<file path="src/rtl/core/key_value_table_with_rank_query_top_defines.svh">
// ---------------------------------------------------------------------------
// key value table assertion macros
// concurrent checks on clk_i, disabled while rst_ni is low
// ---------------------------------------------------------------------------
`ifndef KEY_VALUE_TABLE_WITH_RANK_QUERY_TOP_DEFINES_SVH
`define KEY_VALUE_TABLE_WITH_RANK_QUERY_TOP_DEFINES_SVH

`ifndef SYNTH
// plain property
`define KVT_ASSERT(lbl, prop, msg) \
  lbl: assert property (@(posedge clk_i) disable iff (!rst_ni) (prop)) else $error(msg);
// same-cycle implication
`define KVT_ASSERT_IMP(lbl, ante, cons, msg) \
  lbl: assert property (@(posedge clk_i) disable iff (!rst_ni) (ante) |-> (cons)) \
    else $error(msg);
// next-cycle implication
`define KVT_ASSERT_NXT(lbl, ante, cons, msg) \
  lbl: assert property (@(posedge clk_i) disable iff (!rst_ni) (ante) |=> (cons)) \
    else $error(msg);
`else
`define KVT_ASSERT(lbl, prop, msg)
`define KVT_ASSERT_IMP(lbl, ante, cons, msg)
`define KVT_ASSERT_NXT(lbl, ante, cons, msg)
`endif

`endif

</file>
<file path="src/rtl/core/kvt_pkg.sv">
// ---------------------------------------------------------------------------
// key value table package
// field widths, stream packing offsets, operation codes and defaults
// ---------------------------------------------------------------------------
`default_nettype none

package kvt_pkg;

  // item field widths
  localparam int unsigned MODE_W      = 3;
  localparam int unsigned KEY_W       = 32;
  localparam int unsigned VALUE_W     = 32;
  localparam int unsigned RANK_W      = 5;
  localparam int unsigned COUNT_OUT_W = 6;

  // input tdata layout, lowest field first
  localparam int unsigned IN_MODE_LSB  = 0;
  localparam int unsigned IN_KEY_LSB   = IN_MODE_LSB + MODE_W;
  localparam int unsigned IN_VALUE_LSB = IN_KEY_LSB + KEY_W;
  localparam int unsigned IN_RANK_LSB  = IN_VALUE_LSB + VALUE_W;
  localparam int unsigned IN_BITS      = IN_RANK_LSB + RANK_W;
  localparam int unsigned IN_TDATA_W   = ((IN_BITS + 7) / 8) * 8;

  // output tdata layout, lowest field first
  localparam int unsigned OUT_BITS    = 1 + KEY_W + VALUE_W + COUNT_OUT_W;
  localparam int unsigned OUT_TDATA_W = ((OUT_BITS + 7) / 8) * 8;
  localparam int unsigned OUT_PAD_W   = OUT_TDATA_W - OUT_BITS;

  // parameter defaults
  localparam int unsigned DEF_CAPACITY   = 32;
  localparam int unsigned DEF_KEY_BITS   = 32;
  localparam int unsigned DEF_VALUE_BITS = 32;

  // operation codes
  typedef enum logic [MODE_W-1:0] {
    MODE_INSERT = 3'd0,
    MODE_UPDATE = 3'd1,
    MODE_UPSERT = 3'd2,
    MODE_ERASE  = 3'd3,
    MODE_LOOKUP = 3'd4,
    MODE_RANK   = 3'd5
  } mode_e;

endpackage

`default_nettype wire

</file>
<file path="src/rtl/core/kvt_ram.sv">
// ---------------------------------------------------------------------------
// kvt_ram
// simple dual-port ram, one write and one registered read per cycle
// ---------------------------------------------------------------------------
`default_nettype none

module kvt_ram #(
  parameter int unsigned WIDTH = 32,
  parameter int unsigned DEPTH = 32,
  localparam int unsigned ADDR_W = (DEPTH > 1) ? $clog2(DEPTH) : 1
) (
  input  wire logic              clk_i,
  input  wire logic              we_i,
  input  wire logic [ADDR_W-1:0] waddr_i,
  input  wire logic [WIDTH-1:0]  wdata_i,
  input  wire logic [ADDR_W-1:0] raddr_i,
  output logic      [WIDTH-1:0]  rdata_o
);

  logic [WIDTH-1:0] mem_q [DEPTH];

  always_ff @(posedge clk_i) begin
    if (we_i) begin
      mem_q[waddr_i] <= wdata_i;
    end
    rdata_o <= mem_q[raddr_i];
  end

endmodule

`default_nettype wire

</file>
<file path="src/rtl/core/key_value_table_with_rank_query_top.sv">
// ---------------------------------------------------------------------------
// key value table with rank query
// fixed-capacity table of unique keys, one value per key, walked by a
// single comparator under a small sequencer
// ---------------------------------------------------------------------------
//
// channel   dir  fields (tdata, lowest bit first)
// s_axis    in   mode[2:0] key[31:0] new_value[31:0] rank[4:0]
// m_axis    out  ok found_key[31:0] found_value[31:0] entry_count[5:0] zero pad
//
// one item at a time, worked on from the accepting edge to the loaded result
// insert, update, insert-or-update: one key scan, then the write, if any
// lookup: one key scan, then a value read on a hit
// erase: one key scan, then on a hit the later entries shift down one slot
// get-by-rank: one full key sweep per candidate
// reset clears the entry count and the other registers, not the rams; a stalled
//   result sits in the output register while the next item is taken and worked on
//
`default_nettype none

`include "key_value_table_with_rank_query_top_defines.svh"

module key_value_table_with_rank_query_top
  import kvt_pkg::*;
#(
  parameter int unsigned CAPACITY   = DEF_CAPACITY,
  parameter int unsigned KEY_BITS   = DEF_KEY_BITS,
  parameter int unsigned VALUE_BITS = DEF_VALUE_BITS
) (
  input  wire logic                   clk_i,
  input  wire logic                   rst_ni,
  // input items
  input  wire logic                   s_axis_tvalid_i,
  output logic                        s_axis_tready_o,
  input  wire logic [IN_TDATA_W-1:0]  s_axis_tdata_i,  // mode, key, new_value, rank
  // result items
  output logic                        m_axis_tvalid_o,
  input  wire logic                   m_axis_tready_i,
  output logic      [OUT_TDATA_W-1:0] m_axis_tdata_o   // ok, found_key, found_value,
                                                       // entry_count, zero pad
);

  localparam int unsigned AW   = $clog2(CAPACITY);
  localparam int unsigned CW   = $clog2(CAPACITY + 1);
  localparam int unsigned RKW  = (CW > RANK_W) ? CW : RANK_W;
  // meaningful key and value bits coming in and going out
  localparam int unsigned KIN  = (KEY_BITS < KEY_W) ? KEY_BITS : KEY_W;
  localparam int unsigned VIN  = (VALUE_BITS < VALUE_W) ? VALUE_BITS : VALUE_W;

  typedef enum logic [3:0] {
    ST_IDLE,
    ST_FIND,
    ST_ACT,
    ST_SHIFT,
    ST_RK_LOAD,
    ST_RK_CAND,
    ST_RK_SWEEP,
    ST_VAL_RD,
    ST_VAL_CAP,
    ST_OUT
  } state_e;

  state_e                  state_q;
  logic [MODE_W-1:0]       mode_q;
  logic [KEY_BITS-1:0]     key_q;
  logic [VALUE_BITS-1:0]   val_q;
  logic [RANK_W-1:0]       rank_q;
  logic [CW-1:0]           count_q;
  logic [CW-1:0]           idx_q;        // sweep read pointer
  logic                    rd_vld_q;     // ram data of last cycle belongs to the sweep
  logic [AW-1:0]           rd_idx_q;     // entry that data came from
  logic [AW-1:0]           slot_q;       // hit slot, or rank candidate
  logic                    hit_q;
  logic [KEY_BITS-1:0]     cand_q;
  logic [CW-1:0]           smaller_q;
  logic                    res_ok_q;
  logic [KEY_W-1:0]        res_fk_q;
  logic [VALUE_W-1:0]      res_fv_q;
  logic                    out_valid_q;
  logic [OUT_TDATA_W-1:0]  out_data_q;

  // input item fields
  logic [MODE_W-1:0]  in_mode;
  logic [KEY_W-1:0]   in_key;
  logic [VALUE_W-1:0] in_value;
  logic [RANK_W-1:0]  in_rank;
  logic               in_fire;
  logic               out_load;

  assign in_mode  = s_axis_tdata_i[IN_MODE_LSB  +: MODE_W];
  assign in_key   = s_axis_tdata_i[IN_KEY_LSB   +: KEY_W];
  assign in_value = s_axis_tdata_i[IN_VALUE_LSB +: VALUE_W];
  assign in_rank  = s_axis_tdata_i[IN_RANK_LSB  +: RANK_W];

  assign s_axis_tready_o = (state_q == ST_IDLE);
  assign in_fire         = s_axis_tvalid_i && s_axis_tready_o;
  assign m_axis_tvalid_o = out_valid_q;
  assign m_axis_tdata_o  = out_data_q;
  // load the output register once the previous result has left
  assign out_load        = (state_q == ST_OUT) && (!out_valid_q || m_axis_tready_i);

  // ram ports
  logic                  key_we;
  logic                  val_we;
  logic [AW-1:0]         wr_addr;
  logic [AW-1:0]         rd_addr;
  logic [KEY_BITS-1:0]   key_wdata;
  logic [VALUE_BITS-1:0] val_wdata;
  logic [KEY_BITS-1:0]   key_rdata;
  logic [VALUE_BITS-1:0] val_rdata;

  kvt_ram #(
    .WIDTH (KEY_BITS),
    .DEPTH (CAPACITY)
  ) u_key_ram (
    .clk_i   (clk_i),
    .we_i    (key_we),
    .waddr_i (wr_addr),
    .wdata_i (key_wdata),
    .raddr_i (rd_addr),
    .rdata_o (key_rdata)
  );

  kvt_ram #(
    .WIDTH (VALUE_BITS),
    .DEPTH (CAPACITY)
  ) u_val_ram (
    .clk_i   (clk_i),
    .we_i    (val_we),
    .waddr_i (wr_addr),
    .wdata_i (val_wdata),
    .raddr_i (rd_addr),
    .rdata_o (val_rdata)
  );

  // the one shared comparator: sweep data against the search key or the candidate
  logic [KEY_BITS-1:0] cmp_ref;
  logic                key_eq;
  logic                key_lt;

  assign cmp_ref = (state_q == ST_RK_SWEEP) ? cand_q : key_q;
  assign key_eq  = (key_rdata == cmp_ref);
  assign key_lt  = (key_rdata < cmp_ref);

  logic          is_insert_mode;
  logic          is_update_mode;
  logic          not_full;
  logic          act_append;
  logic          act_update;
  logic          sweep_end;
  logic [CW-1:0] smaller_next;

  assign is_insert_mode = (mode_q == MODE_INSERT) || (mode_q == MODE_UPSERT);
  assign is_update_mode = (mode_q == MODE_UPDATE) || (mode_q == MODE_UPSERT);
  assign not_full       = (count_q < CW'(CAPACITY));
  assign act_append     = (state_q == ST_ACT) && !hit_q && is_insert_mode && not_full;
  assign act_update     = (state_q == ST_ACT) && hit_q && is_update_mode;
  assign sweep_end      = (idx_q == count_q);
  assign smaller_next   = smaller_q + CW'(rd_vld_q && key_lt);

  always_comb begin
    key_we    = 1'b0;
    val_we    = 1'b0;
    wr_addr   = count_q[AW-1:0];
    key_wdata = key_q;
    val_wdata = val_q;
    rd_addr   = idx_q[AW-1:0];
    unique case (state_q)
      ST_ACT: begin
        if (act_append) begin
          key_we = 1'b1;
          val_we = 1'b1;
        end else if (act_update) begin
          val_we  = 1'b1;
          wr_addr = slot_q;
        end
      end
      ST_SHIFT: begin
        // move the entry read last cycle one slot down
        key_we    = rd_vld_q;
        val_we    = rd_vld_q;
        wr_addr   = rd_idx_q - AW'(1);
        key_wdata = key_rdata;
        val_wdata = val_rdata;
      end
      ST_RK_LOAD, ST_VAL_RD: begin
        rd_addr = slot_q;
      end
      default: begin
      end
    endcase
  end

  always_ff @(posedge clk_i or negedge rst_ni) begin
    if (!rst_ni) begin
      state_q     <= ST_IDLE;
      mode_q      <= '0;
      key_q       <= '0;
      val_q       <= '0;
      rank_q      <= '0;
      count_q     <= '0;
      idx_q       <= '0;
      rd_vld_q    <= 1'b0;
      rd_idx_q    <= '0;
      slot_q      <= '0;
      hit_q       <= 1'b0;
      cand_q      <= '0;
      smaller_q   <= '0;
      res_ok_q    <= 1'b0;
      res_fk_q    <= '0;
      res_fv_q    <= '0;
      out_valid_q <= 1'b0;
      out_data_q  <= '0;
    end else begin
      if (out_load) begin
        out_valid_q <= 1'b1;
      end else if (m_axis_tready_i) begin
        out_valid_q <= 1'b0;
      end

      unique case (state_q)
        ST_IDLE: begin
          if (in_fire) begin
            mode_q    <= in_mode;
            key_q     <= KEY_BITS'(in_key[KIN-1:0]);
            val_q     <= VALUE_BITS'(in_value[VIN-1:0]);
            rank_q    <= in_rank;
            res_ok_q  <= 1'b0;
            res_fk_q  <= '0;
            res_fv_q  <= '0;
            idx_q     <= '0;
            rd_vld_q  <= 1'b0;
            hit_q     <= 1'b0;
            slot_q    <= '0;
            priority if (in_mode == MODE_RANK) begin
              if (RKW'(in_rank) < RKW'(count_q)) begin
                state_q <= ST_RK_LOAD;
              end else begin
                state_q <= ST_OUT;
              end
            end else if (in_mode <= MODE_LOOKUP) begin
              state_q <= ST_FIND;
            end else begin
              // unused codes: no operation
              state_q <= ST_OUT;
            end
          end
        end

        ST_FIND: begin
          if (rd_vld_q && key_eq) begin
            hit_q    <= 1'b1;
            slot_q   <= rd_idx_q;
            rd_vld_q <= 1'b0;
            state_q  <= ST_ACT;
          end else if (sweep_end) begin
            rd_vld_q <= 1'b0;
            state_q  <= ST_ACT;
          end else begin
            rd_vld_q <= 1'b1;
            rd_idx_q <= idx_q[AW-1:0];
            idx_q    <= idx_q + CW'(1);
          end
        end

        ST_ACT: begin
          state_q <= ST_OUT;
          unique case (mode_q)
            MODE_INSERT, MODE_UPSERT: begin
              if (act_append) begin
                count_q  <= count_q + CW'(1);
                res_ok_q <= 1'b1;
              end else begin
                res_ok_q <= act_update;
              end
            end
            MODE_UPDATE: begin
              res_ok_q <= hit_q;
            end
            MODE_ERASE: begin
              if (hit_q) begin
                idx_q    <= CW'(slot_q) + CW'(1);
                rd_vld_q <= 1'b0;
                state_q  <= ST_SHIFT;
              end
            end
            MODE_LOOKUP: begin
              if (hit_q) begin
                state_q <= ST_VAL_RD;
              end
            end
            default: begin
              res_ok_q <= 1'b0;
            end
          endcase
        end

        ST_SHIFT: begin
          if (sweep_end) begin
            count_q  <= count_q - CW'(1);
            res_ok_q <= 1'b1;
            rd_vld_q <= 1'b0;
            state_q  <= ST_OUT;
          end else begin
            rd_vld_q <= 1'b1;
            rd_idx_q <= idx_q[AW-1:0];
            idx_q    <= idx_q + CW'(1);
          end
        end

        ST_RK_LOAD: begin
          state_q <= ST_RK_CAND;
        end

        ST_RK_CAND: begin
          cand_q    <= key_rdata;
          idx_q     <= '0;
          smaller_q <= '0;
          rd_vld_q  <= 1'b0;
          state_q   <= ST_RK_SWEEP;
        end

        ST_RK_SWEEP: begin
          if (sweep_end) begin
            rd_vld_q <= 1'b0;
            if (RKW'(smaller_next) == RKW'(rank_q)) begin
              res_fk_q <= KEY_W'(cand_q[KIN-1:0]);
              state_q  <= ST_VAL_RD;
            end else begin
              slot_q  <= slot_q + AW'(1);
              state_q <= ST_RK_LOAD;
            end
          end else begin
            smaller_q <= smaller_next;
            rd_vld_q  <= 1'b1;
            rd_idx_q  <= idx_q[AW-1:0];
            idx_q     <= idx_q + CW'(1);
          end
        end

        ST_VAL_RD: begin
          state_q <= ST_VAL_CAP;
        end

        ST_VAL_CAP: begin
          res_fv_q <= VALUE_W'(val_rdata[VIN-1:0]);
          res_ok_q <= 1'b1;
          state_q  <= ST_OUT;
        end

        ST_OUT: begin
          if (out_load) begin
            out_data_q  <= {{OUT_PAD_W{1'b0}}, COUNT_OUT_W'(count_q),
                            res_fv_q, res_fk_q, res_ok_q};
            state_q     <= ST_IDLE;
          end
        end

        default: begin
          state_q <= ST_IDLE;
        end
      endcase
    end
  end

  // output fields for the checks below
  logic               out_ok;
  logic [KEY_W-1:0]   out_fk;
  logic [VALUE_W-1:0] out_fv;
  logic               in_sweep;

  assign out_ok   = out_data_q[0];
  assign out_fk   = out_data_q[1 +: KEY_W];
  assign out_fv   = out_data_q[1 + KEY_W +: VALUE_W];
  assign in_sweep = (state_q == ST_FIND) || (state_q == ST_SHIFT) ||
                    (state_q == ST_RK_SWEEP);

  `KVT_ASSERT(a_count_range, count_q <= CW'(CAPACITY), "entry count above capacity")
  `KVT_ASSERT_NXT(a_busy_after_item, in_fire, !s_axis_tready_o, "ready after an item")
  `KVT_ASSERT_IMP(a_sweep_state, rd_vld_q, in_sweep, "sweep data outside a sweep")
  `KVT_ASSERT_IMP(a_fail_zero, out_valid_q && !out_ok, out_fk == '0 && out_fv == '0,
                  "failed result carries data")
  `KVT_ASSERT_IMP(a_count_step, count_q != $past(count_q),
                  count_q == $past(count_q) + CW'(1) || count_q + CW'(1) == $past(count_q),
                  "entry count jumped")

endmodule

`default_nettype wire
</file>
<file path="config.mk">
export PLATFORM = sky130hd
export DESIGN_NAME = key_value_table_with_rank_query_top
export DESIGN_NICKNAME = d
export VERILOG_FILES = /design/src/rtl/core/kvt_pkg.sv /design/src/rtl/core/kvt_ram.sv /design/src/rtl/core/key_value_table_with_rank_query_top.sv
export VERILOG_INCLUDE_DIRS = /design/src /design/src/rtl/core
export SDC_FILE = /design/constraint.sdc
export NUM_CORES = 2
export LEC_CHECK = 0
export BUFFER_PORTS_ARGS = -buffer_cell sky130_fd_sc_hd__buf_2
export CORE_ASPECT_RATIO = 1.25
export CORE_MARGIN = 3
export CORE_UTILIZATION = 45
export CTS_CLUSTER_SIZE = 8
export DETAILED_ROUTE_END_ITERATION = 7
export PLACE_DENSITY_LB_ADDON = 0.3
export SYNTH_ARGS = -nofsm -noshare
export SYNTH_HDL_FRONTEND = slang
export SYNTH_SLANG_ARGS = --single-unit
</file>
<file path="constraint.sdc">
create_clock -name clk_i -period 6.53 [get_ports clk_i]
set_input_delay 1.306 -clock clk_i [delete_from_list [all_inputs] [get_ports clk_i]]
set_output_delay 1.306 -clock clk_i [all_outputs]
set_load 0.01 [all_outputs]
</file>
==> impl_metrics.tcl <==
set metrics [dict create \
    htreeDepth 5 \
    path_clk_slew_ns 0.06 \
    core-area_mm2 0.211 \
    synth_seq_area_share 0.726 \
    grt.overflow.total 0 \
    postCtsHoldBufs 0 \
    drtPass1Iterations 8 \
    rsz0062_at_grt "no" \
    netlist_area_mm2 0.0959 \
    power.density_mw_per_mm2 456 \
    synth.area.top_cells "edfxtp_1 64%, dfrtp_1 7.2%, mux2i_1 4.5%" \
    numCtsBuffers 348 \
    crit_chain "nor2b_2, nand2_1, a21oi_1, ha_1, nand4_1, nor2_1, o21ai_0, and4b_1, o21ai_0, a21oi_1, o211a_1, ha_1, ha_1, xor2_1, nor4_1, o2111ai_1, a21oi_4, buf_4, mux2_2" \
    cts-root-buf "clkbuf_16" \
    hold_viol_final 0 \
    whs_ns 0.394 \
    power.leakage_nw 39.5 \
    crit_fanout 21 \
    grt_start_max_net_pins 146 \
    skew_ns 0.0595 \
    cts_max_path_buffers 4 \
    ios 150 \
    final_common_cell "edfxtp_1" \
    arrival_ns 6.71 \
    holdCritPathClass "in -> async" \
    synth_edf_count 2048 \
    drc 0 \
    cap_violations 0 \
    gp_congestion 0.928 \
    max_freq_ghz 0.169 \
    syn_area_per_cell_um2 15.0 \
    via_count 61113 \
    cpMostUsedCell "ha_1" \
    final_cell_mix "2048 x edfxtp_1, 892 x nand2_1, 429 x mux2i_1" \
    slowest_stage "a21oi_4" \
    drt_iter0_drc 8590 \
    power_w 0.0501 \
    async_flop_share 0.115 \
    grt_first_pass_wirelength_um 429000 \
    clkLatencyLatePin_ns 0.95 \
    synthCells 6411 \
    clock-sinks 2387 \
    setup_tns_ns 0 \
    yosys.area.top_type_share 0.641 \
    wl_um 303000 \
    hpwl_um 177000 \
    worst_slew_pin_slew_ns 1.35 \
    postRouteAntennaNets 0 \
    dieArea_mm2 0.219 \
    cp-start-kind "register" \
    grt_usage 0.271 \
    start_util 0.455 \
    yosys.area.top_type "edfxtp_1" \
    ys_types 89 \
    irDropWorstVdd_mv 0.345 \
    yosys_warnings 0 \
    fp-row-count 188 \
    post_cts_resized 0 \
    slowest_delay_ns 0.60 \
    reg2reg_slack_ns 0.62 \
    port_buffers 148 \
    reg2reg_to "res_fk_q[9]" \
    final_max_slew_viol_count 0 \
    reg2regPathDepth 19 \
    nets 6798 \
    ys.flop_type "edfxtp_1" \
    grt_pass1_vias 59415 \
    path_class "reg -> reg" \
    die_w_um 419 \
    relSlewSlack 0.0969 \
    rr_startpoint "state_q[1]" \
    wl_per_cell_um 31.4 \
    utilization 0.521 \
    avgViaCountPerCell 6.33 \
    postCtsSetupBuffers 0 \
    syn-num-nets 6533 \
    outcome "finished, final reports clean" \
    final-setup-viol-count 0 \
    min_period_ns 5.91 \
    areaGrowthSynthToFinish_pct 14.7 \
    chipHeight_um 522 \
    ys_ff_latch 2387 \
    cts_tree "built" \
    crit_required_ns 7.33 \
    drive_gt1_frac 0.159 \
    antenna_found_initial 18 \
    endpoint_kind "register" \
    period_share 0.905 \
]
-- registers in the layout (all words and copies together) (netlist names), 3 cells and up --
signal / count
res_fv_q: 32
mode_q: 3
state_q: 4
idx_q: 6
u_val_ram.mem_q: 1024
u_key_ram.mem_q: 1024
count_q: 6
cand_q: 32
key_q: 32
smaller_q: 6
u_key_ram.rdata_o: 32
res_fk_q: 32
rd_idx_q: 5
m_axis_tdata_o: 71
u_val_ram.rdata_o: 32
slot_q: 5
val_q: 32
rank_q: 5
-- cells by family (layout without fill, tap and decap cells) --
kind of cell	after synthesis	in the layout	synth area share
AOI/OAI and AO/OA	1167	1167	0.0836
xor gates and xnor gates	26	26	0.00277
adders and majority gates	46	46	0.00608
buffers and inverters	459	938	0.0245
DFF	2387	2387	0.726
muxes	698	698	0.0790
other	1	15	0.0000391
and+or+nand+nor	1627	1627	0.0776
-- where the power goes --
| part | total, W | switching [W] | internal, W | leakage (nW) |
|---|---|---|---|---|
| logic | 0.0130 | 0.00939 | 0.00362 | 12.3 |
| registers | 0.0210 | 0.000880 | 0.0201 | 22.6 |
| clock network | 0.0161 | 0.00622 | 0.00989 | 4.64 |
-- final cells by class --
class / instances / area (µm²)
fill: 16881 / 101000
sequential: 2387 / 69700
multi-input combinational: 3565 / 24600
clock buffer: 554 / 9590
tap: 2755 / 3450
timing repair buffer: 355 / 2500
clock inverter: 10 / 98.8
inverter: 19 / 72.6
antenna: 14 / 35.0
-- cell usage after synthesis (126+ instances only) --
| master | instances |
|---|---|
| a211oi_1 | 157 |
| a21oi_1 | 255 |
| and3_1 | 220 |
| clkbuf_1 | 218 |
| dfrtp_1 | 275 |
| edfxtp_1 | 2048 |
| mux2_2 | 242 |
| mux2i_1 | 433 |
| nand2_1 | 897 |
| nand3_1 | 192 |
| o21ai_0 | 126 |
| o22ai_1 | 146 |
-- critical path, delay by kind of cell, from the launching register on --
family,cells,cell delay (ns)
simple gates,6,1.93
compound gates,7,1.66
fa+ha+maj,3,0.86
buf+inv,1,0.42
flops,1,0.37
mux,1,0.37
xor+xnor,1,0.17
-- through the flow --
step	cells	setup slack (ns)	area [µm²]
after floorplan	6411	1.76	95900
after global placement	9080	0.514	100000
after detailed placement	9081	0.619	100000
after CTS	9645	0.624	110000
after global routing	9651	0.266	110000
final	9659	0.619	110000
-- routing by layer --
layer	vias up	global-route usage	routed length, µm
li1	25402	-	-
met1	30851	0.344	111000
met2	4022	0.442	144000
met3	834	0.0573	31800
met4	4	0.136	16800
met5	-	0	21
-- worst max path at each step --
stage / start / end / depth (start not counted)
detailed placement: state_q[1] / res_fk_q[12] / 19
CTS: state_q[1] / res_fk_q[9] / 19
global route: state_q[1] / res_fk_q[5] / 19
global placement: state_q[3] / u_key_ram.rdata_o[1] / 11
finish: state_q[1] / res_fk_q[9] / 19
floorplan: state_q[2] / res_fk_q[10] / 23
No activity file was read; power rests on OpenSTA's default activity.
